$ cat config.mk
export PLATFORM = sky130hd
export DESIGN_NAME = antenna_deploy_sequencer
export DESIGN_NICKNAME = d
export VERILOG_FILES = /design/src/rtl/core/ads_pkg.sv /design/src/rtl/core/ads_cfg.sv /design/src/rtl/core/ads_core.sv /design/src/rtl/core/antenna_deploy_sequencer.sv
export SDC_FILE = /design/constraint.sdc
export NUM_CORES = 1
export LEC_CHECK = 0
export ABC_AREA = 1
export BUFFER_PORTS_ARGS = -buffer_cell sky130_fd_sc_hd__buf_2
export CELL_PAD_IN_SITES_DETAIL_PLACEMENT = 1
export CELL_PAD_IN_SITES_GLOBAL_PLACEMENT = 1
export CORE_ASPECT_RATIO = 1.4
export CORE_MARGIN = 8
export CORE_UTILIZATION = 48
export DETAILED_ROUTE_END_ITERATION = 6
export GPL_TIMING_DRIVEN = 0
export PLACE_DENSITY = 0.92
export SLEW_MARGIN = 20
export SYNTH_ARGS = -nofsm -noshare
export SYNTH_HDL_FRONTEND = slang
export SYNTH_SLANG_ARGS = --single-unit
$ cat constraint.sdc
create_clock -name clk_i -period 6 [get_ports clk_i]
set_input_delay 0.3 -clock clk_i [delete_from_list [all_inputs] [get_ports clk_i]]
set_output_delay 0.3 -clock clk_i [all_outputs]
set_load 0.01 [all_outputs]
$ cat src/rtl/core/ads_pkg.sv
package ads_pkg;

  localparam int unsigned SWITCH_ATTEMPTS = 5;
  localparam int unsigned RETRY_GAP_MS    = 777;
  localparam int unsigned HOLD_MS         = 300000;
  localparam int unsigned MS_PER_S        = 1000;

  localparam int unsigned MsW      = 19;
  localparam int unsigned SecMsW   = 18;
  localparam int unsigned AttemptW = $clog2(SWITCH_ATTEMPTS + 1);
  localparam int unsigned CfgIdxW  = 3;
  localparam int unsigned CfgDataW = 16;

  localparam logic [CfgIdxW-1:0] CFG_INITIAL_DELAY  = 3'd0;
  localparam logic [CfgIdxW-1:0] CFG_RETRY_DELAY    = 3'd1;
  localparam logic [CfgIdxW-1:0] CFG_MAX_TRIES      = 3'd2;
  localparam logic [CfgIdxW-1:0] CFG_CHECK_INTERVAL = 3'd3;
  localparam logic [CfgIdxW-1:0] CFG_BURN_TIME      = 3'd4;

  typedef struct packed {
    logic switch_ok;
    logic inhibit_cmd;
  } ads_in_t;

  typedef struct packed {
    logic        cmd_valid;
    logic        cmd_turn_on;
    logic [1:0]  cmd_switch;
    logic [3:0]  burners_on;
    logic [2:0]  phase_code;
    logic [7:0]  tries_used;
    logic        enabled_flag;
    logic [15:0] wait_left_s;
  } ads_out_t;

  // Configuration as seen by the sequencer, with the millisecond limits
  // already worked out when the register is written.
  typedef struct packed {
    logic [15:0]       initial_delay_s;
    logic [15:0]       retry_delay_s;
    logic [7:0]        max_tries;
    logic [7:0]        check_s;
    logic [SecMsW-1:0] check_ms;
    logic [SecMsW-1:0] burn_ms;
  } ads_cfg_t;

endpackage

$ cat src/rtl/core/ads_cfg.sv
module ads_cfg import ads_pkg::*; (
  input  logic                clk_i,
  input  logic                rst_ni,
  input  logic                cfg_valid_i,
  output logic                cfg_ready_o,
  input  logic [CfgIdxW-1:0]  cfg_index_i,
  input  logic [CfgDataW-1:0] cfg_data_i,
  output ads_cfg_t            cfg_o
);

  ads_cfg_t   cfg_q, cfg_d;
  logic [7:0] check_eff;

  assign cfg_ready_o = 1'b1;
  assign cfg_o       = cfg_q;

  // An interval of zero behaves as one second.
  assign check_eff = (cfg_data_i[7:0] == 8'd0) ? 8'd1 : cfg_data_i[7:0];

  always_comb begin
    cfg_d = cfg_q;
    if (cfg_valid_i) begin
      case (cfg_index_i)
        CFG_INITIAL_DELAY: cfg_d.initial_delay_s = cfg_data_i;
        CFG_RETRY_DELAY:   cfg_d.retry_delay_s   = cfg_data_i;
        CFG_MAX_TRIES:     cfg_d.max_tries       = cfg_data_i[7:0];
        CFG_CHECK_INTERVAL: begin
          cfg_d.check_s  = check_eff;
          cfg_d.check_ms = SecMsW'(check_eff) * SecMsW'(MS_PER_S);
        end
        CFG_BURN_TIME:     cfg_d.burn_ms = SecMsW'(cfg_data_i[7:0]) * SecMsW'(MS_PER_S);
        default: ;
      endcase
    end
  end

  always_ff @(posedge clk_i or negedge rst_ni) begin
    if (!rst_ni) begin
      cfg_q.initial_delay_s <= 16'd1800;
      cfg_q.retry_delay_s   <= 16'd600;
      cfg_q.max_tries       <= 8'd4;
      cfg_q.check_s         <= 8'd10;
      cfg_q.check_ms        <= SecMsW'(10 * MS_PER_S);
      cfg_q.burn_ms         <= SecMsW'(30 * MS_PER_S);
    end else begin
      cfg_q <= cfg_d;
    end
  end

endmodule

$ cat src/rtl/core/ads_core.sv
module ads_core import ads_pkg::*; (
  input  logic     clk_i,
  input  logic     rst_ni,
  input  logic     step_i,
  input  ads_in_t  in_i,
  input  ads_cfg_t cfg_i,
  output ads_out_t res_o
);

  localparam logic [2:0] PH_WAIT = 3'd0;
  localparam logic [2:0] PH_HOLD = 3'd1;
  localparam logic [2:0] PH_ON   = 3'd2;
  localparam logic [2:0] PH_BURN = 3'd3;
  localparam logic [2:0] PH_OFF  = 3'd4;

  logic [2:0]          phase_q, phase_d;
  logic [MsW-1:0]      ms_q, ms_d;
  logic [15:0]         elapsed_q, elapsed_d;
  logic [7:0]          tries_q, tries_d;
  logic                enabled_q, enabled_d;
  logic                burn_step_q, burn_step_d;
  logic                pair_odd_q, pair_odd_d;
  logic [AttemptW-1:0] attempts_q, attempts_d;
  logic [3:0]          flags_q, flags_d;

  logic [MsW-1:0] ms_inc;
  logic [16:0]    elapsed_sum;
  logic [15:0]    delay_cur, delay_nxt;
  logic           finish;
  logic           vld, turn_on;
  logic [1:0]     sw;

  function automatic logic [1:0] burner_idx(input logic pair_odd, input logic burn_step);
    logic [1:0] idx;
    if (pair_odd) begin
      idx = {1'b0, burn_step};
    end else begin
      idx = burn_step ? 2'd2 : 2'd3;
    end
    return idx;
  endfunction

  assign ms_inc      = ms_q + MsW'(1);
  assign elapsed_sum = {1'b0, elapsed_q} + 17'(cfg_i.check_s);
  assign delay_cur   = (tries_q == 8'd0) ? cfg_i.initial_delay_s : cfg_i.retry_delay_s;

  always_comb begin
    phase_d     = phase_q;
    ms_d        = ms_q;
    elapsed_d   = elapsed_q;
    tries_d     = tries_q;
    enabled_d   = enabled_q & ~in_i.inhibit_cmd;
    burn_step_d = burn_step_q;
    pair_odd_d  = pair_odd_q;
    attempts_d  = attempts_q;
    flags_d     = flags_q;
    finish      = 1'b0;
    vld         = 1'b0;
    turn_on     = 1'b0;
    sw          = 2'd0;

    case (phase_q)
      PH_WAIT: begin
        if (ms_q == '0 && elapsed_q >= delay_cur) begin
          // Start a try; once the count is used up this try still burns
          // the odd pair and disables further tries.
          if (tries_q == cfg_i.max_tries) begin
            enabled_d  = 1'b0;
            pair_odd_d = 1'b1;
          end else begin
            pair_odd_d = tries_q[0];
            tries_d    = tries_q + 8'd1;
          end
          burn_step_d = 1'b0;
          phase_d     = PH_ON;
          attempts_d  = AttemptW'(1);
          vld         = 1'b1;
          turn_on     = 1'b1;
          sw          = burner_idx(pair_odd_d, 1'b0);
          ms_d        = '0;
        end else if (ms_q == '0 && !enabled_d) begin
          phase_d = PH_HOLD;
          ms_d    = MsW'(1);
        end else if (ms_inc >= MsW'(cfg_i.check_ms)) begin
          elapsed_d = elapsed_sum[16] ? 16'hFFFF : elapsed_sum[15:0];
          ms_d      = '0;
        end else begin
          ms_d = ms_inc;
        end
      end
      PH_HOLD: begin
        if (ms_q >= MsW'(HOLD_MS)) begin
          phase_d   = PH_WAIT;
          elapsed_d = 16'd0;
          ms_d      = '0;
        end else begin
          ms_d = ms_inc;
        end
      end
      PH_ON, PH_OFF: begin
        if (ms_q == '0) begin
          // The tick right after a command carries its acknowledgement.
          if (in_i.switch_ok) begin
            if (phase_q == PH_ON) begin
              flags_d = flags_q | (4'd1 << burner_idx(pair_odd_q, burn_step_q));
            end else begin
              flags_d = flags_q & ~(4'd1 << burner_idx(pair_odd_q, burn_step_q));
            end
            finish = 1'b1;
          end else begin
            ms_d = MsW'(1);
          end
        end else if (ms_q >= MsW'(RETRY_GAP_MS)) begin
          if (attempts_q < AttemptW'(SWITCH_ATTEMPTS)) begin
            attempts_d = attempts_q + AttemptW'(1);
            vld        = 1'b1;
            turn_on    = (phase_q == PH_ON);
            sw         = burner_idx(pair_odd_q, burn_step_q);
            ms_d       = '0;
          end else begin
            finish = 1'b1;
          end
        end else begin
          ms_d = ms_inc;
        end
      end
      PH_BURN: begin
        if (ms_inc >= MsW'(cfg_i.burn_ms)) begin
          phase_d    = PH_OFF;
          attempts_d = AttemptW'(1);
          vld        = 1'b1;
          turn_on    = 1'b0;
          sw         = burner_idx(pair_odd_q, burn_step_q);
          ms_d       = '0;
        end else begin
          ms_d = ms_inc;
        end
      end
      default: begin
        phase_d   = PH_WAIT;
        elapsed_d = 16'd0;
        ms_d      = '0;
      end
    endcase

    if (finish) begin
      if (phase_q == PH_ON) begin
        phase_d = PH_BURN;
        ms_d    = '0;
      end else if (!burn_step_q) begin
        // First burner of the pair is off; turn on the second one.
        burn_step_d = 1'b1;
        phase_d     = PH_ON;
        attempts_d  = AttemptW'(1);
        vld         = 1'b1;
        turn_on     = 1'b1;
        sw          = burner_idx(pair_odd_q, 1'b1);
        ms_d        = '0;
      end else begin
        phase_d   = PH_WAIT;
        elapsed_d = 16'd0;
        ms_d      = '0;
      end
    end
  end

  assign delay_nxt = (tries_d == 8'd0) ? cfg_i.initial_delay_s : cfg_i.retry_delay_s;

  always_comb begin
    res_o.cmd_valid    = vld;
    res_o.cmd_turn_on  = turn_on;
    res_o.cmd_switch   = sw;
    res_o.burners_on   = flags_d;
    res_o.phase_code   = phase_d;
    res_o.tries_used   = tries_d;
    res_o.enabled_flag = enabled_d;
    if (phase_d == PH_WAIT && delay_nxt > elapsed_d) begin
      res_o.wait_left_s = delay_nxt - elapsed_d;
    end else begin
      res_o.wait_left_s = 16'd0;
    end
  end

  always_ff @(posedge clk_i or negedge rst_ni) begin
    if (!rst_ni) begin
      phase_q     <= PH_WAIT;
      ms_q        <= '0;
      elapsed_q   <= 16'd0;
      tries_q     <= 8'd0;
      enabled_q   <= 1'b1;
      burn_step_q <= 1'b0;
      pair_odd_q  <= 1'b0;
      attempts_q  <= '0;
      flags_q     <= 4'd0;
    end else if (step_i) begin
      phase_q     <= phase_d;
      ms_q        <= ms_d;
      elapsed_q   <= elapsed_d;
      tries_q     <= tries_d;
      enabled_q   <= enabled_d;
      burn_step_q <= burn_step_d;
      pair_odd_q  <= pair_odd_d;
      attempts_q  <= attempts_d;
      flags_q     <= flags_d;
    end
  end

  // A command always leaves the sequencer in a switching phase, waiting for its acknowledgement.
  assert property (@(posedge clk_i) disable iff (!rst_ni)
    step_i && res_o.cmd_valid |=> ms_q == '0 && (phase_q == PH_ON || phase_q == PH_OFF))
    else $error("command issued without entering a switching phase");

  assert property (@(posedge clk_i) disable iff (!rst_ni)
    (phase_q == PH_ON || phase_q == PH_OFF) |->
      (attempts_q >= AttemptW'(1) && attempts_q <= AttemptW'(SWITCH_ATTEMPTS)))
    else $error("switch attempt count out of range");

  // Tries are only counted when a try starts out of the wait.
  assert property (@(posedge clk_i) disable iff (!rst_ni)
    !(step_i && phase_q == PH_WAIT) |=> $stable(tries_q))
    else $error("try count changed outside the wait");

  assert property (@(posedge clk_i) disable iff (!rst_ni) !$rose(enabled_q))
    else $error("enable flag was set again after being cleared");

endmodule

$ cat src/rtl/core/antenna_deploy_sequencer.sv
// A transaction accepted at a clock edge sits in the input stage; its result is registered into the
// output stage at the edge where the sequencer updates, which waits while the output is stalled.
// Throughput: one tick per clock cycle while the output is not stalled; an empty input stage takes
// a new transaction while a result waits on a stalled output.
// Reset (rst_ni low, asynchronous): sequencer waiting with zero counts, enable flag set,
// configuration registers at their default values, both stages empty.
module antenna_deploy_sequencer import ads_pkg::*; (
  input  logic                clk_i,
  input  logic                rst_ni,
  input  logic                in_valid_i,
  output logic                in_stall_o,
  input  ads_in_t             in_data_i,
  output logic                out_valid_o,
  input  logic                out_stall_i,
  output ads_out_t            out_data_o,
  input  logic                cfg_valid_i,
  output logic                cfg_ready_o,
  input  logic [CfgIdxW-1:0]  cfg_index_i,
  input  logic [CfgDataW-1:0] cfg_data_i
);

  logic     in_valid_q, in_valid_d;
  ads_in_t  in_data_q;
  logic     out_valid_q, out_valid_d;
  ads_out_t out_data_q;
  logic     advance, step, in_accept;
  ads_cfg_t cfg;
  ads_out_t res;

  assign advance    = !out_valid_q || !out_stall_i;
  assign step       = in_valid_q && advance;
  assign in_stall_o = in_valid_q && !advance;
  assign in_accept  = in_valid_i && !in_stall_o;

  assign out_valid_o = out_valid_q;
  assign out_data_o  = out_data_q;

  ads_cfg u_cfg (
    .clk_i       (clk_i),
    .rst_ni      (rst_ni),
    .cfg_valid_i (cfg_valid_i),
    .cfg_ready_o (cfg_ready_o),
    .cfg_index_i (cfg_index_i),
    .cfg_data_i  (cfg_data_i),
    .cfg_o       (cfg)
  );

  ads_core u_core (
    .clk_i  (clk_i),
    .rst_ni (rst_ni),
    .step_i (step),
    .in_i   (in_data_q),
    .cfg_i  (cfg),
    .res_o  (res)
  );

  always_comb begin
    in_valid_d = in_valid_q;
    if (in_accept) begin
      in_valid_d = 1'b1;
    end else if (step) begin
      in_valid_d = 1'b0;
    end
    out_valid_d = advance ? step : out_valid_q;
  end

  always_ff @(posedge clk_i or negedge rst_ni) begin
    if (!rst_ni) begin
      in_valid_q  <= 1'b0;
      out_valid_q <= 1'b0;
    end else begin
      in_valid_q  <= in_valid_d;
      out_valid_q <= out_valid_d;
    end
  end

  always_ff @(posedge clk_i) begin
    if (in_accept) begin
      in_data_q <= in_data_i;
    end
    if (step) begin
      out_data_q <= res;
    end
  end

endmodule
==> flow_summary.json, run 1 <==
{
  "outcome": "finished with violations",
  "violations": "setup timing",
  "grt_overflow": 0,
  "fin_nets": 2172,
  "yosys.area.top_type": "dfrtp_1",
  "critical-path-slowest-cell": "dfrtp_1",
  "powerDensity_nw_per_um2": 415,
  "synth_edf_count": 38,
  "clock.fmax_ghz": 0.166,
  "wire_per_inst_um": 20.7,
  "synth_area_sq_um": 14300,
  "dr.first_iter.drc_count": 625,
  "row_count": 74,
  "syn2layout_area_growth_pct": 16.0,
  "cts_sinks": 172,
  "critical_path_arrival_ns": 6.34,
  "vias": 13300,
  "worst-path-buf-inv": 6,
  "yosys.cell_count.top_type": "nand2_1",
  "path_clk_slew_ns": 0.07,
  "cts_tree": "yes",
  "synthCells": 1820,
  "crit_fanout": 10,
  "numCtsBuffers": 17,
  "hold_violations": 0,
  "met2_usage": 0.490,
  "grtUsageMet3": 0.0368,
  "drc": 0,
  "synth_simple_gate_area_frac": 0.268,
  "synth_mux_area_frac": 0.0112,
  "antenna_cells": 0,
  "die_w_um": 162,
  "slowest_delay_ns": 0.54,
  "syn_nets": 2044,
  "r2r_slack_ns": -0.02,
  "period_needed_ns": 6.02,
  "cpLargestDelayFamily": "simple AND/OR/NAND/NOR gates",
  "finalPower_mw": 6.87,
  "tightestPinTransition_ns": 0.845,
  "grt.total_usage": 0.264,
  "ys.flop_type": "dfrtp_1",
  "initial_core_util": 0.487,
  "end_kind": "register",
  "clk_latency_ns": 0.47,
  "worstHoldPathType": "in -> reg",
  "htree_num_levels": 4,
  "peakVddDrop_mv": 0.195,
  "final.setup_skew_ns": 0.0114,
  "period_share": 1.00,
  "routed_wl_um": 48500,
  "crit_required_ns": 6.33,
  "syn_avg_cell_area_sq_um": 7.83,
  "path_class": "reg -> reg",
  "finalSetupViolCount": 5,
  "synth.distinct_cells": 58,
  "drt-pass1-iter-count": 5,
  "antenna_found_initial": 0,
  "io_pins": 65,
  "setup_slack_ns": -0.0167,
  "synth_compound_area_frac": 0.0875,
  "grt_pass1_wl_um": 74200,
  "slew_headroom": 0.437,
  "post_drt_via_cell_ratio": 5.68,
  "grt_start_max_net_pins": 85,
  "start_kind": "register",
  "cap_violations": 0,
  "slew_violations": 0,
  "synthTopCellsByArea": "dfrtp_1 (19%), ha_1 (14%), nand2_1 (13%)",
  "gp_congestion": 0.893,
  "clockBufferDepth": 2,
  "synthXorXnorAreaFrac": 0.0349,
  "ys_top_cells_by_count": "nand2_1 (510), inv_1 (247), ha_1 (155)",
  "core_area_sq_um": 29300,
  "post-route-util": 0.565,
  "ant_nets": 0,
  "die_area_sq_um": 35600,
  "top_usage_layer": "met2",
  "die_y_um": 220,
  "yosysWarnings": 0,
  "yosys.area_share.adder": 0.196,
  "leakage_nw": 8.57,
  "grt_util_met1": 0.269,
  "yosysTopAreaCellShare": 0.195,
  "async_reset_ff_frac": 0.779,
  "layout-drive-gt1-share": 0.169,
  "grt_pass1_vias": 14500,
  "clockRootBuffer": "clkbuf_16",
  "portBuffers": 63,
  "ys_ff_latch": 172,
  "synth_seq_area_share": 0.317,
  "dp_hpwl_um": 34600,
  "synth_top_family_by_area": "simple AND/OR/NAND/NOR gates"
}
## per-stage QoR
step           hold slack (ns)  TNS, ns  instances  area, sq um  setup slack (ns)
2_1_floorplan          0.00441        0       1820        14300             0.613
3_3_place_gp             0.456   -18.75       2263        15000             -1.24
3_5_place_dp             0.256   -20.54       2265        15100             -1.36
4_1_cts                  0.103        0       2312        16000           0.00496
5_1_grt                  0.125    -4.51       2341        16500            -0.323
6_report                 0.106  -0.0450       2341        16500           -0.0167
## registers in the layout, summed over array words and instances (netlist names)
register            count
u_cfg.cfg_o            76
out_data_o             36
u_core.ms_q            19
u_core.elapsed_q       16
u_core.tries_q          8
u_core.flags_q          4
u_core.attempts_q       3
u_core.phase_q          3
in_data_q               2
in_valid_q              1
out_valid_o             1
u_core.burn_step_q      1
u_core.enabled_q        1
u_core.pair_odd_q       1
## cell type report
class / instances / area, sq um
fill: 3589 / 12700
inverter: 260 / 978
tap: 380 / 475
sequential: 172 / 4530
timing repair buffer: 109 / 772
clock inverter: 13 / 124
clock buffer: 19 / 433
multi-input combinational: 1345 / 8980
buffer: 43 / 249
## worst min-delay path: stages
cell and delay (ns):
buf_2 0.07, nand2_1 0.09, nand2_1 0.07
## repair_timing
action                                  CTS  global route
buffers inserted                         11            29
resized for setup                        41            75
hold endpoints to repair                 50             0
endpoints found under the setup margin   16            16
pin swaps                                11            38
hold buffers                              3             0
gates cloned                              2             0
## routing by layer
metal / wire (um) / vias up / share of wire
li1: - / 6138 / -
met1: 17700 / 6546 / 0.37
met2: 25400 / 408 / 0.52
met3: 1920 / 201 / 0.040
met4: 3470 / 0 / 0.072
met5: 0 / - / 0
## worst paths after layout
check,startpoint,cells after the start,to
worst min register to register,u_core.flags_q[3],2,u_core.flags_q[3]
max in group asynchronous,rst_ni,3,u_cfg.cfg_o[27]
worst max-delay path,u_core.tries_q[6],33,out_data_o[8]
min in group asynchronous,rst_ni,2,u_core.ms_q[10]
worst max register to register,u_core.tries_q[6],33,out_data_o[8]
worst min-delay path,out_stall_i,3,out_valid_o
## power by group
group	switching (mW)	internal [mW]	leakage, nW
clock	0.502	0.607	0.270
sequential	0.168	1.51	2.05
combinational	2.56	1.51	6.25
## placed cells by master, fill, tap and decap left out, types with 10 or more instances in the layout
cell type / Yosys / final
nand3_1: 120 / 112
nand3_2: 7 / 10
buf_2: 7 / 68
nor2_2: 9 / 11
nor2_1: 95 / 90
nor3_1: 17 / 14
fa_1: 43 / 42
xnor2_1: 17 / 17
inv_1: 247 / 243
buf_4: 4 / 42
clkbuf_16: 0 / 17
nand2_1: 510 / 496
nor2_4: 20 / 23
xor2_1: 38 / 38
clkbuf_1: 27 / 27
edfxtp_1: 38 / 38
mux2i_1: 16 / 12
nand4_1: 27 / 27
a21oi_1: 71 / 66
dfrtp_1: 111 / 105
dfstp_2: 23 / 23
o21ai_0: 112 / 107
ha_1: 155 / 144
inv_2: 11 / 16
nand2_2: 12 / 22
## cells by family (layout without fill, tap and decap cells)
group,Yosys count,after routing
AO/OA/AOI/OAI,228,228
XOR/XNOR,56,56
adder cells (fa/ha/maj),198,198
buffers and inverters,304,444
flip-flops,172,172
multiplexers,16,16
other,1,1
AND/OR/NAND/NOR,845,846
No activity file was read; power rests on OpenSTA's default activity.
==> inputs of run 2 (changes only) <==
==> constraint.sdc (replaced) <==
create_clock -name clk_i -period 6 [get_ports clk_i]
set_input_delay 1.8 -clock clk_i [delete_from_list [all_inputs] [get_ports clk_i]]
set_output_delay 1.8 -clock clk_i [all_outputs]
set_load 0.01 [all_outputs]
==> run 2 against run 1 <==
The run still ends with setup timing left. First-iteration DRC count up 11%. Combinational power up 1%. Count of clock-buffer cells in the layout is 1 higher. Power increased by 1.4%. Wire length is 6.1% higher.
==> flow_summary.json, run 2 (same netlist as run 1, synthesis figures left out) <==
{
  "seqPwrFrac": 0.240,
  "gp_congestion": 0.903,
  "slowest_delay_ns": 0.57,
  "worst-path-buf-inv": 7,
  "grt_overflow": 0,
  "dp_slack_ns": -1.46,
  "holdWs_ns": 0.484,
  "post_drt_via_cell_ratio": 5.76,
  "whs_endpoint": "u_core.flags_q[0]",
  "slew_headroom": 0.449,
  "rsz0062_at_grt": "yes",
  "final_common_cell": "nand2_1",
  "cap_violations": 0,
  "cpLargestDelayFamily": "adder cells",
  "die_w_um": 162,
  "clockRootBuffer": "clkbuf_16",
  "row_count": 74,
  "r2r_slack_ns": -0.07,
  "cts_sinks": 172,
  "syn2layout_area_growth_pct": 17.6,
  "grt_pass1_vias": 14600,
  "core_area_sq_um": 29300,
  "portBuffers": 63,
  "leakage_nw": 8.64,
  "grt_start_max_net_pins": 85,
  "peakVddDrop_mv": 0.214,
  "clockBufferDepth": 2,
  "crit_fanout": 9,
  "swShare": 0.476,
  "net-switching-power_mw": 3.32,
  "hold_depth": 2,
  "critical_path_arrival_ns": 6.50,
  "powerDensity_nw_per_um2": 416,
  "worstHoldPathType": "reg -> reg",
  "min_from": "u_core.flags_q[0]",
  "layout-drive-gt1-share": 0.184,
  "p_int_mw": 3.65,
  "layout_common_cells": "nand2_1 (499), inv_1 (232), ha_1 (144)",
  "violations": "setup timing",
  "tightestPinTransition_ns": 0.827,
  "reg2reg_to": "out_data_o[9]",
  "start_kind": "input pin",
  "routed_wl_um": 51400,
  "die_y_um": 220,
  "final_area_sq_um": 16800,
  "initial_core_util": 0.487,
  "period_share": 1.03,
  "finalSetupViolCount": 14,
  "final.setup_skew_ns": 0.0127,
  "slew_violations": 0,
  "combPwrFrac": 0.593,
  "end_kind": "register",
  "clkPwrFrac": 0.166,
  "dr.first_iter.drc_count": 693,
  "clock.fmax_ghz": 0.162,
  "hold_violations": 0,
  "critical-path-slowest-cell": "fa_1",
  "grt_pass1_wl_um": 76000,
  "die_area_sq_um": 35600,
  "fin_nets": 2185,
  "path_clk_slew_ns": 0.07,
  "vias": 13600,
  "crit_required_ns": 6.34,
  "period_needed_ns": 6.16,
  "antenna_cells": 0,
  "placed_cells": 2265,
  "dp_hpwl_um": 34800,
  "cts_tree": "yes",
  "r2r_cells": 36,
  "drt-pass1-iter-count": 5,
  "io_pins": 65,
  "ant_nets": 0,
  "wire_per_inst_um": 21.8,
  "stdcell_count": 2354,
  "reg2reg_from": "u_core.ms_q[1]",
  "grt.total_usage": 0.272,
  "path_class": "in -> reg",
  "drc": 0,
  "placed_area_sq_um": 15100,
  "numCtsBuffers": 17,
  "largest_reg_flops": 76,
  "setup_slack_ns": -0.158,
  "outcome": "finished with violations",
  "finalPower_mw": 6.97,
  "htree_num_levels": 4,
  "antenna_found_initial": 0,
  "clk_latency_ns": 0.48
}
## run 2: cell count changes in the layout (fill, tap and decap cells not counted), sizes merged
cell,delta
bufbuf,+1
clkinvlp,+7
clkbuf,+2
inv,-6
dlygate4sd3,-3
clkinv,-2
buf,+14
## run 2: layout make-up
cell class,instances,area [sq um]
Tap cell,380,475
Sequential cell,172,4530
Fill cell,3601,12500
Buffer,43,255
Timing Repair Buffer,122,926
Clock inverter,12,136
Inverter,260,1010
Clock buffer,20,457
Multi-Input combinational cell,1345,8970
## run 2: stage by stage
step,utilization,TNS [ns]
global placement,0.514,-23.16
CTS,0.553,0
finish,0.573,-0.948
floorplan,-,0
detailed placement,0.516,-28.47
global route,0.573,-4.23
## run 2: layer usage
layer / part of all wire / vias to the layer above / track usage / routed length, um
met3: 0.053 / 236 / 0.0366 / 2730
met5: 0 / - / 0 / 0
met4: 0.072 / 0 / 0.213 / 3720
li1: - / 6173 / - / -
met2: 0.52 / 510 / 0.496 / 26500
met1: 0.36 / 6646 / 0.277 / 18400
## run 2: power by group through the flow
stage                     Clock [mW]  Combinational (mW)  Sequential (mW)
after floorplan                    0                2.38             1.67
after global placement             0                3.17             1.67
after detailed placement           0                3.39             1.68
after CTS                       1.17                3.71             1.66
after global routing            1.20                4.48             1.70
final                           1.16                4.13             1.67
## run 2: worst reg2reg max path: cells and delay by family, from the launching register on
kind	cells	cell delay, ns
simple gates	23	2.83
xor+xnor	1	0.56
buf+inv	5	0.79
flops	1	0.35
fa+ha+maj	3	0.76
compound gates	4	0.53
## run 2: worst max-delay path by stage
stage	depth (start not counted)	endpoint	start
2_1_floorplan	22	u_cfg.cfg_o[34]	cfg_data_i[5]
3_3_place_gp	32	out_data_o[13]	u_core.tries_q[0]
3_5_place_dp	32	out_data_o[8]	u_core.tries_q[0]
4_1_cts	28	u_cfg.cfg_o[34]	cfg_data_i[3]
5_1_grt	25	u_cfg.cfg_o[32]	cfg_data_i[6]
6_report	25	u_cfg.cfg_o[32]	cfg_data_i[6]
## run 2: repair_timing
item,4_1_cts,5_1_grt
cloned,2,0
pin swaps,16,37
gates resized for setup,68,87
endpoints found under the setup margin,23,23
buffers inserted,25,31
hold buffers,0,0
